## src/srr_pkg.sv

```systemverilog
// ---------------------------------------------------------------------------
// srr_pkg
// Shared constants, codes and controller/datapath interface types.
// ---------------------------------------------------------------------------
`timescale 1ns / 1ps
`default_nettype none

package srr_pkg;

	localparam int WINDOW      = 4;
	localparam int MAX_FRAMES  = 1024;
	localparam int MAX_RESULTS = 4;

	localparam int TOT_W  = 11;
	localparam int FN_W   = 10;
	localparam int KIND_W = 2;

	localparam int WIN_IDX_W = (WINDOW > 1) ? $clog2(WINDOW) : 1;
	localparam int OFF_W     = $clog2(WINDOW + 1);
	localparam int CNT_W     = $clog2(MAX_RESULTS + 1);

	typedef enum logic [1:0] {
		ST_EMPTY,
		ST_RECEIVED,
		ST_ACKED
	} fstat_t;

	typedef enum logic [KIND_W-1:0] {
		KIND_ACCEPT,
		KIND_REJECT,
		KIND_ACK,
		KIND_NOACK
	} kind_t;

	typedef enum logic [1:0] {
		S_IDLE,
		S_SCAN,
		S_SLIDE,
		S_FLUSH
	} state_t;

	typedef struct packed {
		logic arrival;
		logic scan_start;
		logic ack;
		logic skip;
		logic slide;
		logic flush;
	} dp_cmd_t;

	typedef struct packed {
		logic out_free;
		logic scan_end;
		logic slot_recv;
		logic k_zero;
		logic slide_more;
		logic pend_v;
	} dp_sts_t;

endpackage

`default_nettype wire

```

## src/srr_ctrl.sv

```systemverilog
// ---------------------------------------------------------------------------
// srr_ctrl
// Sequencer for frame arrivals and acknowledgement scans.
// ---------------------------------------------------------------------------
`timescale 1ns / 1ps
`default_nettype none

module srr_ctrl (
	input  wire logic             clk,
	input  wire logic             arst_n,
	input  wire logic             in_valid,
	input  wire logic             req_type,
	output logic                  in_stall,
	input  wire srr_pkg::dp_sts_t sts,
	output srr_pkg::dp_cmd_t      cmd
);
	import srr_pkg::*;

	state_t state_q;
	state_t state_nxt;
	logic   take;

	always_ff @(posedge clk or negedge arst_n) begin
		if (!arst_n) begin
			state_q <= S_IDLE;
		end else begin
			state_q <= state_nxt;
		end
	end

	assign take = (state_q == S_IDLE) && in_valid && sts.out_free;

	always_comb begin
		state_nxt = state_q;
		unique case (state_q)
			S_IDLE: begin
				if (take && req_type) state_nxt = S_SCAN;
			end
			S_SCAN: begin
				if (sts.scan_end) begin
					state_nxt = S_FLUSH;
				end else if (sts.slot_recv && (!sts.pend_v || sts.out_free) && sts.k_zero) begin
					// head of window acknowledged: slide the base before going on
					state_nxt = S_SLIDE;
				end
			end
			S_SLIDE: begin
				if (!sts.slide_more) state_nxt = S_SCAN;
			end
			S_FLUSH: begin
				if (sts.out_free) state_nxt = S_IDLE;
			end
			default: state_nxt = S_IDLE;
		endcase
	end

	always_comb begin
		cmd      = '0;
		in_stall = 1'b1;
		unique case (state_q)
			S_IDLE: begin
				in_stall       = !sts.out_free;
				cmd.arrival    = take && !req_type;
				cmd.scan_start = take && req_type;
			end
			S_SCAN: begin
				// hold while an earlier acknowledgement waits for the output register
				cmd.ack  = !sts.scan_end && sts.slot_recv && (!sts.pend_v || sts.out_free);
				cmd.skip = !sts.scan_end && !sts.slot_recv;
			end
			S_SLIDE: begin
				cmd.slide = sts.slide_more;
			end
			S_FLUSH: begin
				cmd.flush = sts.out_free;
			end
			default: begin
				cmd = '0;
			end
		endcase
	end

endmodule

`default_nettype wire

```

## src/srr_dp.sv

```systemverilog
// ---------------------------------------------------------------------------
// srr_dp
// Window status registers, base pointer, scan counters and output register.
// ---------------------------------------------------------------------------
`timescale 1ns / 1ps
`default_nettype none

module srr_dp (
	input  wire logic                         clk,
	input  wire logic                         arst_n,
	input  wire srr_pkg::dp_cmd_t             cmd,
	output srr_pkg::dp_sts_t                  sts,
	input  wire logic [srr_pkg::FN_W-1:0]     frame_number,
	input  wire logic                         cfg_wr_en,
	input  wire logic [srr_pkg::TOT_W-1:0]    cfg_wr_data,
	input  wire logic                         out_stall,
	output logic                              out_valid,
	output logic [srr_pkg::KIND_W-1:0]        result_kind,
	output logic [srr_pkg::FN_W-1:0]          ack_number,
	output logic [srr_pkg::TOT_W-1:0]         window_base,
	output logic                              all_done,
	output logic                              last
);
	import srr_pkg::*;

	// status of frames base .. base+WINDOW-1; frames above the window are always empty
	fstat_t               win_q [WINDOW];
	logic [TOT_W-1:0]     tot_q;
	logic [TOT_W-1:0]     base_q;
	logic [OFF_W-1:0]     k_q;
	logic [CNT_W-1:0]     n_q;
	logic                 pend_v_q;
	logic [FN_W-1:0]      pend_q;

	logic                 out_v_q;
	logic [KIND_W-1:0]    kind_q;
	logic [FN_W-1:0]      num_q;
	logic [TOT_W-1:0]     obase_q;
	logic                 done_q;
	logic                 last_q;

	logic [TOT_W-1:0]     tot_eff;
	logic                 done;
	logic [TOT_W-1:0]     f_ext;
	logic [TOT_W-1:0]     diff;
	logic                 in_win;
	logic [WIN_IDX_W-1:0] widx;
	logic [WIN_IDX_W-1:0] kidx;
	logic [TOT_W:0]       pos;
	logic                 out_load;

	assign tot_eff = (tot_q > TOT_W'(MAX_FRAMES)) ? TOT_W'(MAX_FRAMES) : tot_q;
	assign done    = base_q >= tot_eff;

	assign f_ext  = {1'b0, frame_number};
	assign diff   = f_ext - base_q;
	assign in_win = (f_ext >= base_q) && (diff < TOT_W'(WINDOW)) && (f_ext < tot_eff);
	assign widx   = diff[WIN_IDX_W-1:0];

	assign kidx = k_q[WIN_IDX_W-1:0];
	assign pos  = {1'b0, base_q} + (TOT_W+1)'(k_q);

	assign sts.scan_end   = (n_q == CNT_W'(MAX_RESULTS)) || (k_q >= OFF_W'(WINDOW))
	                        || (pos >= {1'b0, tot_eff});
	assign sts.slot_recv  = (win_q[kidx] == ST_RECEIVED);
	assign sts.k_zero     = (k_q == '0);
	assign sts.slide_more = (base_q < tot_eff) && (win_q[0] == ST_ACKED);
	assign sts.pend_v     = pend_v_q;
	assign sts.out_free   = !out_v_q || !out_stall;

	always_ff @(posedge clk or negedge arst_n) begin
		if (!arst_n) begin
			for (int j = 0; j < WINDOW; j++) win_q[j] <= ST_EMPTY;
			base_q <= '0;
		end else if (cmd.arrival && in_win) begin
			win_q[widx] <= ST_RECEIVED;
		end else if (cmd.ack) begin
			win_q[kidx] <= ST_ACKED;
		end else if (cmd.slide) begin
			// advance the window by one frame; the new top frame enters as empty
			for (int j = 0; j < WINDOW - 1; j++) win_q[j] <= win_q[j+1];
			win_q[WINDOW-1] <= ST_EMPTY;
			base_q          <= base_q + 1'b1;
		end
	end

	always_ff @(posedge clk or negedge arst_n) begin
		if (!arst_n) begin
			tot_q <= TOT_W'(10);
		end else if (cfg_wr_en) begin
			tot_q <= cfg_wr_data;
		end
	end

	always_ff @(posedge clk or negedge arst_n) begin
		if (!arst_n) begin
			k_q      <= '0;
			n_q      <= '0;
			pend_v_q <= 1'b0;
		end else if (cmd.scan_start) begin
			k_q      <= '0;
			n_q      <= '0;
			pend_v_q <= 1'b0;
		end else if (cmd.skip) begin
			k_q <= k_q + 1'b1;
		end else if (cmd.ack) begin
			// an ack at the head keeps k at zero: the slide moves the window under it
			if (k_q != '0) k_q <= k_q + 1'b1;
			n_q      <= n_q + 1'b1;
			pend_v_q <= 1'b1;
		end
	end

	always_ff @(posedge clk) begin
		if (cmd.ack) pend_q <= pos[FN_W-1:0];
	end

	assign out_load = cmd.arrival || (cmd.ack && pend_v_q) || cmd.flush;

	always_ff @(posedge clk or negedge arst_n) begin
		if (!arst_n) begin
			out_v_q <= 1'b0;
		end else if (out_load) begin
			out_v_q <= 1'b1;
		end else if (!out_stall) begin
			out_v_q <= 1'b0;
		end
	end

	always_ff @(posedge clk) begin
		if (out_load) begin
			obase_q <= base_q;
			done_q  <= done;
			if (cmd.arrival) begin
				kind_q <= in_win ? KIND_ACCEPT : KIND_REJECT;
				num_q  <= frame_number;
				last_q <= 1'b1;
			end else if (cmd.ack) begin
				kind_q <= KIND_ACK;
				num_q  <= pend_q;
				last_q <= 1'b0;
			end else begin
				kind_q <= pend_v_q ? KIND_ACK : KIND_NOACK;
				num_q  <= pend_v_q ? pend_q : '0;
				last_q <= 1'b1;
			end
		end
	end

	assign out_valid   = out_v_q;
	assign result_kind = kind_q;
	assign ack_number  = num_q;
	assign window_base = obase_q;
	assign all_done    = done_q;
	assign last        = last_q;

endmodule

`default_nettype wire

```

## src/selective_repeat_receiver.sv

```systemverilog
// ---------------------------------------------------------------------------
// selective_repeat_receiver
// Receiver side of a selective-repeat sliding window protocol.
// ---------------------------------------------------------------------------
// A frame-arrival word gives one result. An acknowledgement scan word is
// accepted, visits the window positions in order, slides the base over each
// acknowledged frame at the head of the window, and then delivers its final
// result; when the transfer is done it goes straight to that result. A stalled
// output holds back the acceptance of either word and the delivery of results.
// Only the WINDOW frames from the base upward are held in registers; frames above
// the window are known to be empty, so no clearing pass follows reset. The last
// result of each scan word is held back one slot until the scan knows whether
// another acknowledgement follows.
`timescale 1ns / 1ps
`default_nettype none

module selective_repeat_receiver (
	input  wire logic                         clk,
	input  wire logic                         arst_n,
	input  wire logic                         cfg_wr_en,
	input  wire logic [srr_pkg::TOT_W-1:0]    cfg_wr_data,
	input  wire logic                         in_valid,
	output logic                              in_stall,
	input  wire logic                         req_type,
	input  wire logic [srr_pkg::FN_W-1:0]     frame_number,
	output logic                              out_valid,
	input  wire logic                         out_stall,
	output logic [srr_pkg::KIND_W-1:0]        result_kind,
	output logic [srr_pkg::FN_W-1:0]          ack_number,
	output logic [srr_pkg::TOT_W-1:0]         window_base,
	output logic                              all_done,
	output logic                              last
);
	import srr_pkg::*;

	dp_cmd_t cmd;
	dp_sts_t sts;

	srr_ctrl u_ctrl (
		.clk      (clk),
		.arst_n   (arst_n),
		.in_valid (in_valid),
		.req_type (req_type),
		.in_stall (in_stall),
		.sts      (sts),
		.cmd      (cmd)
	);

	srr_dp u_dp (
		.clk          (clk),
		.arst_n       (arst_n),
		.cmd          (cmd),
		.sts          (sts),
		.frame_number (frame_number),
		.cfg_wr_en    (cfg_wr_en),
		.cfg_wr_data  (cfg_wr_data),
		.out_stall    (out_stall),
		.out_valid    (out_valid),
		.result_kind  (result_kind),
		.ack_number   (ack_number),
		.window_base  (window_base),
		.all_done     (all_done),
		.last         (last)
	);

endmodule

`default_nettype wire

```

## config.mk

```make
export PLATFORM = sky130hd
export DESIGN_NAME = selective_repeat_receiver
export DESIGN_NICKNAME = d
export VERILOG_FILES = /design/src/srr_pkg.sv /design/src/srr_ctrl.sv /design/src/srr_dp.sv /design/src/selective_repeat_receiver.sv
export SDC_FILE = /design/constraint.sdc
export NUM_CORES = 1
export LEC_CHECK = 0
export BUFFER_PORTS_ARGS = -buffer_cell sky130_fd_sc_hd__buf_2
export CORE_ASPECT_RATIO = 1.2
export CORE_MARGIN = 2
export CORE_UTILIZATION = 53
export CTS_CLUSTER_DIAMETER = 50
export DETAILED_ROUTE_END_ITERATION = 16
export PLACE_DENSITY_LB_ADDON = 0.15
export REMOVE_ABC_BUFFERS = 1
export SYNTH_ARGS = -nofsm -noshare
export SYNTH_HDL_FRONTEND = slang
export SYNTH_SLANG_ARGS = --single-unit
```

## constraint.sdc

```tcl
create_clock -name clk -period 4 [get_ports clk]
set_clock_uncertainty 0.05 [all_clocks]
set_input_delay 0 -clock clk [delete_from_list [all_inputs] [get_ports clk]]
set_output_delay 0 -clock clk [all_outputs]
set_load 0.005 [all_outputs]
```

## Word-level counts from Yosys, hierarchy flattened

Index checks and enable logic that the tools add are counted.

| operators by class | value |
|---|---|
| add/sub/neg operators | 5 |
| equal/unequal tests | 12 |
| reductions and logical operators | 40 |
| bitwise logic cells | 10 |
| $lt $le $gt $ge | 12 |
| mux-type cells | 42 |

Operator list:

| operator | count |
|---|---|
| two-way mux 10 bit | 3 |
| two-way mux 2 bit | 13 |
| two-way mux 8 bit | 3 |
| two-way mux 3 bit | 7 |
| logical AND 1 bit | 16 |
| adder 11 x 3 -> 12 bit | 1 |
| greater-or-equal comparator 12 x 11 -> 1 bit | 1 |
| nonzero test 3 bit | 4 |
| adder 11 x 1 -> 11 bit, second input constant | 1 |
| greater-or-equal comparator 10 x 11 -> 1 bit | 1 |
| greater-or-equal comparator 11 bit | 1 |
| greater-than comparator 11 bit, second input constant | 1 |
| < comparator 10 x 11 -> 1 bit | 1 |
| < comparator 11 bit | 1 |
| < comparator 11 x 3 -> 1 bit, second input constant | 1 |
| two-way mux 1 bit | 11 |
| two-way mux 11 bit | 1 |
| subtractor 10 x 11 -> 11 bit | 1 |
| greater-or-equal comparator 3 bit, second input constant | 3 |
| AND 4 bit | 2 |
| demux 2 bit (select 2 bit) | 2 |
| inverter 4 bit | 2 |
| bitwise OR 4 bit | 2 |
| one-hot mux 2 bit (4 select lines) | 1 |
| other kinds (19) | 41 |

| storage, ports and cells | value |
|---|---|
| bits of input ports | 27 |
| register bits after elaboration | 75 |
| word-level logic and storage cells | 138 |

## Depth between registers and ports, before layout

Gate-level depths: netlist of run 1.

| logic depth | value |
|---|---|
| depth in word-level cells | 12 |
| depth in mapped cells | 18 |

## Cells and area by module

From an unflattened synthesis of run 1, not the netlist that was laid out.

| second synthesis, totals | value |
|---|---|
| cells, all modules | 465 |
| area total of the unflattened synthesis | 4789.6 µm² |

By module, submodules not included:

| module | area each (µm²) | times used | cells each | sequential area each (µm²) |
|---|---|---|---|---|
| srr_dp | 4604.4 | 1 | 441 | 2004.4 |
| srr_ctrl | 185.2 | 1 | 24 | 50.0 |

## Worst setup path before layout of run 1

OpenSTA, ideal clock, no wires.

| timing path | value |
|---|---|
| path kind | reg-to-reg |
| start point | register u_dp.k_q[0] |
| end point | register u_dp.num_q[0] (netlist: u_dp.ack_number[0]) (enable) |
| library setup time | 384 ps |
| arrival | 3313 ps |
| slack | 253 ps |
| required time | 3566 ps |
| stages on the path, launching flop included | 16 |
| cells stage by stage | dfrtp_1 > ha_1 > inv_1 > fa_1 > nor2b_1 > o21a_1 > nand2_1 > xnor2_1 > ha_1 > a2111o_1 > a21oi_1 > o221ai_1 > nor2b_1 > nand3_1 > inv_1 > a221o_1 |

| between the ends | value |
|---|---|
| cells in the longest elaborated chain, start to end | 11 |
| elaborated cells on any way between the ends | 17 |

RTL lines:

| element | line | source |
|---|---|---|
| start, declared | srr_dp.sv:30 | `logic [OFF_W-1:0] k_q;` |
| start signal, assigned | srr_dp.sv:105 | `k_q <= k_q + 1'b1;` |
| start signal, assigned | srr_dp.sv:108 | `if (k_q != '0) k_q <= k_q + 1'b1;` |
| parallel branches: the longest is 5 deep, another holds adder 11 x 3 -> 12 bit | -- |  |
| logical AND 1 bit * (2 in series) | srr_ctrl.sv:68 | `cmd.ack = !sts.scan_end && sts.slot_recv && (!sts.pend_v \|\| sts.out_free);` |
| two-way mux 2 bit * | srr_ctrl.sv:60 | `unique case (state_q)` |
| logical AND 1 bit * | srr_dp.sv:118 | `assign out_load = cmd.arrival \|\| (cmd.ack && pend_v_q) \|\| cmd.flush;` |
| logical OR 1 bit * (2 in series) | srr_dp.sv:118 |  |
| net u_dp.out_load | srr_dp.sv:50 | `logic out_load;` |
| end signal, assigned | srr_dp.sv:136 | `num_q <= frame_number;` |
| end signal, assigned | srr_dp.sv:140 | `num_q <= pend_q;` |
| end signal, assigned | srr_dp.sv:144 | `num_q <= pend_v_q ? pend_q : '0;` |
| end, declared | srr_dp.sv:37 | `logic [FN_W-1:0] num_q;` |

Mark *: on every way through the listed nets, which the timed path passes. The select of a mux whose other input is x is not followed.
A chain may end at the register's enable or synchronous reset.

## Worst setup path in the final report of run 1

| timing path | value |
|---|---|
| start point | register u_dp.k_q[0] |
| end point | register u_dp.obase_q[7] (netlist: u_dp.window_base[7]) (enable) |

| between the ends | value |
|---|---|
| elaborated cells on any way between the ends | 17 |

RTL lines:

| element | line | source |
|---|---|---|
| adder 11 x 3 -> 12 bit | srr_dp.sv:61 | `assign pos = {1'b0, base_q} + (TOT_W+1)'(k_q);` |
| net u_dp.pos[8] | srr_dp.sv:49 | `logic [TOT_W:0] pos;` |
| greater-or-equal comparator 12 x 11 -> 1 bit | srr_dp.sv:64 | `\|\| (pos >= {1'b0, tot_eff});` |
| logical OR 1 bit | srr_dp.sv:64 |  |
| logical NOT 1 bit | srr_ctrl.sv:68 |  |
| logical AND 1 bit (2 in series) | srr_ctrl.sv:68 |  |
| two-way mux 2 bit | srr_ctrl.sv:60 |  |
| logical AND 1 bit | srr_dp.sv:118 |  |
| logical OR 1 bit (2 in series) | srr_dp.sv:118 |  |
| net u_dp.out_load | srr_dp.sv:50 |  |
| end signal, assigned | srr_dp.sv:132 | `obase_q <= base_q;` |
| end, declared | srr_dp.sv:38 | `logic [TOT_W-1:0] obase_q;` |

The timed path passes the listed nets, and every way through them passes these cells. The select of a mux whose other input is x is not followed.

==> impl_results.md, run 1 <==
- Status: finished clean
- Reg-to-reg endpoint: u_dp.window_base[7]
- Dominant cells by area after synthesis: edfxtp_1 23%, dfrtp_1 21%, ha_1 14%
- Worst slew pin tran: 0.934 ns
- Mapped Cells: 424
- Fin crit share: 0.934
- Min Tclk post-route: 3.74 ns
- Worst setup endpoint: u_dp.window_base[7]
- Ant diodes: 0
- Final hold violations: 0
- CTS clk-pin slew, worst paths: around 0.08 ns
- Leak: 2.38 nW
- Die area: 9350 µm²
- Post-synthesis register bit count: 75
- Iter 0 DRT Violations: ~280
- Detail Route Antenna Nets: 0
- Post-synth EDFFs: 35
- Setup CP Type: reg2reg
- WL final: ~11000 µm
- DR pass1 iterations: 5
- Die width: between 80 and 90 µm
- RSZ-0062 raised after global routing: false
- FF-to-FF setup slack: 0.26 ns
- Port Buffers: 53
- Library cells used by synthesis: 59
- Post-Place Cell Area: 5030 µm²
- Vias in the first global route: 3593
- Post-synthesis async set-or-reset flop share: 0.533
- First-pass GRT wire length: 17600 µm
- # fillers: just under 700
- Critical-path cell list: ha_1, inv_1, fa_1, nor2b_1, o21a_1, nand3_1, xnor2_1, ha_1, nand3_1, nor3_1, o31ai_1, nor2b_2, nand3_1, inv_1, a221o_1, buf_12
- TNS Setup: 0 ns
- DRC viols: 0
- Critical Path RT: 4.06 ns
- Initial antenna violation count: 0
- Core Rows: 37
- Area Overhead vs Synth: 19.8%
- Worst vdd ir: 0.000290 V
- Longest Clk Path Bufs: 2
- Critical path depth in cells: 16
- DR vias: 3566
- Synth Cell Area: 4550 µm²
- Final Max Tran Viols: 0
- Yosys top cell by area: edfxtp_1
- Htree depth: 3
- CP Max Fanout: 21
- Clock sinks: 75
- Layout cell share with drive strength beyond 1: 0.194
- Max-slew headroom: 0.377
- Reg2Reg Depth: 16
- Hold Crit Class: in2reg
- CP max-delay cell: dfrtp_1
- Clk_lat worst skew: 0.35 ns
- Max Clk Rate: ~270 MHz
- CP most frequent cell: nand3_1
- DPL Wire Length: between 8000 and 9000 µm
- Post-CTS setup repair buffer count: 0
- Total track usage: 0.251
- CTS tree: built
- Primary FF master, synth: dfrtp_1
- Syn avg cell area: 10.7 µm²
- Worst setup startpoint: u_dp.k_q[0]
- Data arrival time of the worst path: 3.79 ns
- Nets: 596
- Die Y: 106 µm
- TritonCTS buffer count: 9
- Congestion Overflow GR: 0
- CP top delay family: simple AND/OR/NAND/NOR gates
- Largest net degree at the start of global routing: 41
- Core area: 8470 µm²
- Hold Path Depth: 3
- Worst r2r src: u_dp.k_q[0]
- Ports: 54
- Cell Pwr Density: approximately 540 nW/µm²
- WL/cell: 16.6 µm
- Maxcap violations: 0
- Setup crit end kind: flip-flop
- Yosys top cell area share: 0.231
- Final setup fails: 0
- Root Buffer Master: clkbuf_8
- Synth cell count leaders: 51 x ha_1, 38 x dfrtp_1, 37 x nand2_1
- Ys Warns: 0
- Max incr delay on CP: 0.43 ns
- Routability Congestion: about 0.94
- Starting Density: 0.537
- Count leader, synth: ha_1
- CP Launch Type: flip-flop
- Non-Filler Cell Area, Final: 5450 µm²
- Post-DR vias/cell: 5.59
- Sequential share of the synthesized area: 0.451
- Crit path buf inv count: 3
- Total power: 0.00296 W
power by group:
part	switching [W]	internal, W	total [W]
registers	0.000133	0.00108	0.00121
logic	0.000680	0.000547	0.00123
clock network	0.000266	0.000257	0.000523
worst min path at each step:
stage               startpoint                end  slack, ns
finish                in_valid      u_dp.pend_v_q       0.03
global route          in_valid      u_dp.pend_v_q       0.03
CTS                   in_valid        u_dp.n_q[1]       0.02
detailed placement      arst_n      u_dp.win_q[2]       0.14
global placement        arst_n      u_dp.win_q[2]       0.13
floorplan               arst_n  u_ctrl.state_q[0]      -0.35
cells in the final DEF, fill, tap and decap left out, types with 10 or more instances in the layout:
cell type	instances
dfrtp_1	38
dlygate4sd3_1	25
xnor2_1	19
a22o_1	10
inv_1	31
ha_1	51
nor2_1	28
mux2_2	10
nand2_1	37
a21oi_1	15
edfxtp_1	35
clkbuf_8	11
buf_2	53
nand3_1	14
nor3_1	10
buf_4	12
o21ai_0	20
layer usage:
layer,up-vias,part of all wire,global-route usage
met2,107,0.50,0.405
li1,1743,-,-
met3,17,0.049,0.0501
met5,-,0,0
met1,1699,0.44,0.338
met4,0,0.019,0.0790
state kept, by name, summed over array words and instances, names as in the netlist, 2 cells and up:
name              flops
u_dp.n_q              3
u_dp.pend_q          10
u_dp.window_base     11
u_ctrl.state_q        2
u_dp.base_q          11
u_dp.tot_q           11
u_dp.win_q            8
u_dp.k_q              3
u_dp.result_kind      2
u_dp.ack_number      10
metrics by stage:
| step | hold WS (ns) | util | instances | setup slack [ns] |
|---|---|---|---|---|
| after floorplan | -0.346 | - | 414 | -0.151 |
| after global placement | 0.130 | 0.593 | 597 | 0.322 |
| after detailed placement | 0.143 | 0.593 | 597 | 0.236 |
| after CTS | 0.0194 | 0.643 | 638 | 0.224 |
| after global routing | 0.0305 | 0.644 | 638 | 0.0109 |
| final | 0.0276 | 0.644 | 638 | 0.264 |
cell families after synthesis:
family / synth area share
muxes: 0.0319
DFF: 0.451
adders and majority gates: 0.149
AOI/OAI and AO/OA: 0.143
and+or+nand+nor: 0.145
xor gates and xnor gates: 0.0423
buffers and inverters: 0.0368
worst register-to-register path, stage by stage, from the launching register on:
cell and delay (ns):
dfrtp_1 0.43, ha_1 0.20, inv_1 0.05, fa_1 0.40, nor2b_1 0.16, o21a_1 0.19, nand3_1 0.11, xnor2_1 0.16
ha_1 0.29, nand3_1 0.10, nor3_1 0.20, o31ai_1 0.09, nor2b_2 0.19, nand3_1 0.16, inv_1 0.10, a221o_1 0.41
buf_12 0.18
cell type report:
cell class | instances | area [µm²] | share of cell area
Multi-Input combinational cell | 307 | 2330 | 0.428
Sequential cell | 75 | 2050 | 0.377
Timing Repair Buffer | 91 | 626 | 0.115
Clock buffer | 13 | 159 | 0.0291
Tap cell | 117 | 146 | 0.0268
Inverter | 32 | 120 | 0.0220
Clock inverter | 3 | 15.0 | 0.00275
what timing repair did:
| item | 4_1_cts | 5_1_grt |
|---|---|---|
| setup endpoints to repair | 0 | 28 |
| hold endpoints to repair | 61 | 0 |
| gates resized for setup | 0 | 1 |
| hold buffers | 25 | 0 |
No activity file was read; power rests on OpenSTA's default activity.
==> run 2: changes to the inputs <==
--- a/config.mk
+++ b/config.mk
@@ -6,7 +6,6 @@
 export NUM_CORES = 1
 export LEC_CHECK = 0
 export BUFFER_PORTS_ARGS = -buffer_cell sky130_fd_sc_hd__buf_2
-export CORE_ASPECT_RATIO = 1.2
 export CORE_MARGIN = 2
 export CORE_UTILIZATION = 53
 export CTS_CLUSTER_DIAMETER = 50
==> impl_results.md, run 2 (synthesis gave the netlist of run 1 again) <==
- Hold Path Depth: 3 (unchanged)
- Final setup fails: 0 (unchanged)
- Core area: 8260 µm² (-2.5%)
- RSZ-0062 raised after global routing: false
- Root Buffer Master: clkbuf_8
- Initial antenna violation count: 0 (unchanged)
- Final Max Tran Viols: 0 (unchanged)
- Layout cell share with drive strength beyond 1: 0.196 (+0.00230)
- Iter 0 DRT Violations: 215 (-22%)
- Pint: 0.00194 W (+3.1%)
- FF-to-FF setup slack: 0.28 ns (+0.02 ns)
- DRC viols: 0 (unchanged)
- Congestion Overflow GR: 0 (unchanged)
- Core Rows: 33 (-11%)
- Max incr delay on CP: 0.46 ns (+0.03 ns)
- Ant diodes: 0 (unchanged)
- Clock power frac: 0.197 (+0.020)
- Hold Crit Start: in_valid
- Hold Path Sink: u_dp.pend_v_q
- Worst slew pin tran: 0.893 ns (-0.0411 ns)
- Switching share of power: 0.364 (-0.00103)
- Ports: 54 (unchanged)
- Htree depth: 3 (unchanged)
- CP top delay family: compound AO/OA/AOI/OAI gates
- Clock sinks: 75 (unchanged)
- Total power: 0.00304 W (+2.9%)
- Fin crit share: 0.929 (-0.00462)
- Max Clk Rate: 269 MHz (+0.50%)
- Detail Route Antenna Nets: 0 (unchanged)
- Post-Place Cell Area: 5000 µm² (-0.45%)
- DR pass1 iterations: 5 (unchanged)
- Area of the multi-input gates: 2330 µm² (unchanged)
- Longest Clk Path Bufs: 2 (unchanged)
- CP max-delay cell: fa_1
- Switching power: 0.00111 W (+2.6%)
- Clk_lat worst skew: 0.35 ns (about the same)
- Leak: 2.38 nW (about the same)
- Reg-to-reg endpoint: u_dp.window_base[8]
- Min Tclk post-route: 3.72 ns (-0.0185 ns)
- Logic gate share of total power: 0.405 (-0.010)
- Die width: 96.7 µm (+9.1%)
- DR vias: 3543 (-0.64%)
- Routability Congestion: 0.893 (-4.7%)
- Worst r2r src: u_dp.base_q[1]
- Critical Path RT: 4.00 ns (-0.06 ns)
- First-pass GRT wire length: 17700 µm (+0.20%)
- Post-CTS setup repair buffer count: 0 (unchanged)
- Status: finished clean
- Non-Filler Cell Area, Final: 5460 µm² (+0.16%)
- Starting Density: 0.551 (+0.0139)
- Worst vdd ir: 0.000270 V (-7.0%)
- TritonCTS buffer count: 9 (unchanged)
- Max-slew headroom: 0.405 (+0.0274)
- Reg2Reg Depth: 15 (-1)
- Die Y: 96.7 µm (-8.4%)
- Largest net degree at the start of global routing: 41 (unchanged)
- Port Buffers: 53 (unchanged)
- Critical-path cell list: inv_1, fa_1, nor2b_1, o21a_1, nand2_1, xnor2_1, ha_1, a2111o_1, a21oi_1, o221ai_1, nor2b_2, nand3_1, inv_2, a221o_1, buf_12
- Hold Crit Class: in2reg
- Setup crit end kind: flip-flop
- Cell Pwr Density: 557 nW/µm² (+2.8%)
- Nets: 595 (-0.17%)
- Crit path buf inv count: 3 (unchanged)
- WL/cell: 17.2 µm (+3.8%)
- Die area: 9350 µm² (about the same)
- Commonest non-fill, non-tap cell in the layout: buf_2
- CTS tree: built
- WL final: 10800 µm (+1.7%)
- Data arrival time of the worst path: 3.72 ns (-0.07 ns)
- TNS Setup: 0 ns (unchanged)
- Setup CP Type: reg2reg
- CP Max Fanout: 26 (+24%)
- DPL Wire Length: 8230 µm (+2.1%)
- Sequential power share: 0.397 (-0.011)
- Placement Setup Slack: 0.111 ns (-0.125 ns)
- CP Launch Type: flip-flop
- Total track usage: 0.239 (-0.0117)
- Post-DR vias/cell: 5.67 (+1.4%)
- Highest-count cells in the layout ignoring fill and taps: 53 x buf_2, 51 x ha_1, 37 x nand2_1, 37 x dfrtp_1, 35 x edfxtp_1
- Final hold violations: 0 (unchanged)
- CTS clk-pin slew, worst paths: 0.08 ns (about the same)
- Maxcap violations: 0 (unchanged)
- Vias in the first global route: 3534 (-1.6%)
- Final Worst Setup Slack: 0.283 ns (+0.0185 ns)
- Register Area: 2060 µm² (about the same)
- # fillers: 666 (-2.1%)
- Area Overhead vs Synth: 20.0%
[run 2: changes by cell type in the layout (fill, tap and decap cells not counted), sizes merged]
cell / before / now
buf: 66 / 65
bufinv: 0 / 1
clkbuf: 13 / 11
clkinvlp: 0 / 1
[run 2: per-layer routing]
metal / global-route usage / wire [µm]
met1: 0.330 / 5140
met2: 0.376 / 5000
met3: 0.0484 / 463
met4: 0.0867 / 176
met5: 0 / 0
[run 2: worst register-to-register path, delay by kind of cell, from the launching register on]
| kind | cells | cell delay, ns |
|---|---|---|
| AO/OA/AOI/OAI | 5 | 0.93 |
| XOR/XNOR | 1 | 0.13 |
| adder cells (fa/ha/maj) | 2 | 0.67 |
| buffers and inverters | 3 | 0.53 |
| flip-flops | 1 | 0.44 |
| AND/OR/NAND/NOR | 4 | 0.68 |
[run 2: area by class of cell]
cell class | count | share of cell area
Clock buffer | 11 | 0.0279
Inverter | 32 | 0.0220
Sequential cell | 75 | 0.376
Tap cell | 105 | 0.0241
Clock inverter | 5 | 0.00939
Multi-Input combinational cell | 307 | 0.427
Timing Repair Buffer | 90 | 0.113
[run 2: power groups by stage]
stage               sequential [W]  combinational, W  clock [W]
global route               0.00123           0.00139   0.000651
detailed placement         0.00122           0.00120          0
finish                     0.00121           0.00123   0.000601
floorplan                  0.00122          0.000763          0
CTS                        0.00121           0.00123   0.000615
global placement           0.00122           0.00118          0
[run 2: timing repair]
action / CTS / global route
resized for setup: 0 / 3
endpoints found under the hold margin: 61 / 0
setup endpoints to repair: 0 / 39
hold buffers: 25 / 0
[run 2: how the worst max path moves through the flow]
stage	startpoint	endpoint	slack (ns)	cells past startpoint
after floorplan	u_dp.k_q[0]	u_dp.ack_number[0]	-0.15	15
after global placement	u_dp.k_q[0]	u_dp.window_base[6]	0.25	16
after detailed placement	u_dp.k_q[0]	u_dp.window_base[6]	0.11	16
after CTS	u_dp.k_q[0]	u_dp.window_base[8]	0.11	16
after global routing	u_dp.base_q[1]	u_dp.ack_number[4]	0.02	15
final	u_dp.base_q[1]	u_dp.window_base[8]	0.28	15
[run 2: metrics by stage]
step | std cells | hold WS, ns | util
after detailed placement | 584 | 0.136 | 0.606
final | 625 | 0.0545 | 0.661
after CTS | 625 | 0.0293 | 0.661
after floorplan | 414 | -0.346 | -
after global routing | 625 | 0.0504 | 0.661
after global placement | 584 | 0.121 | 0.606
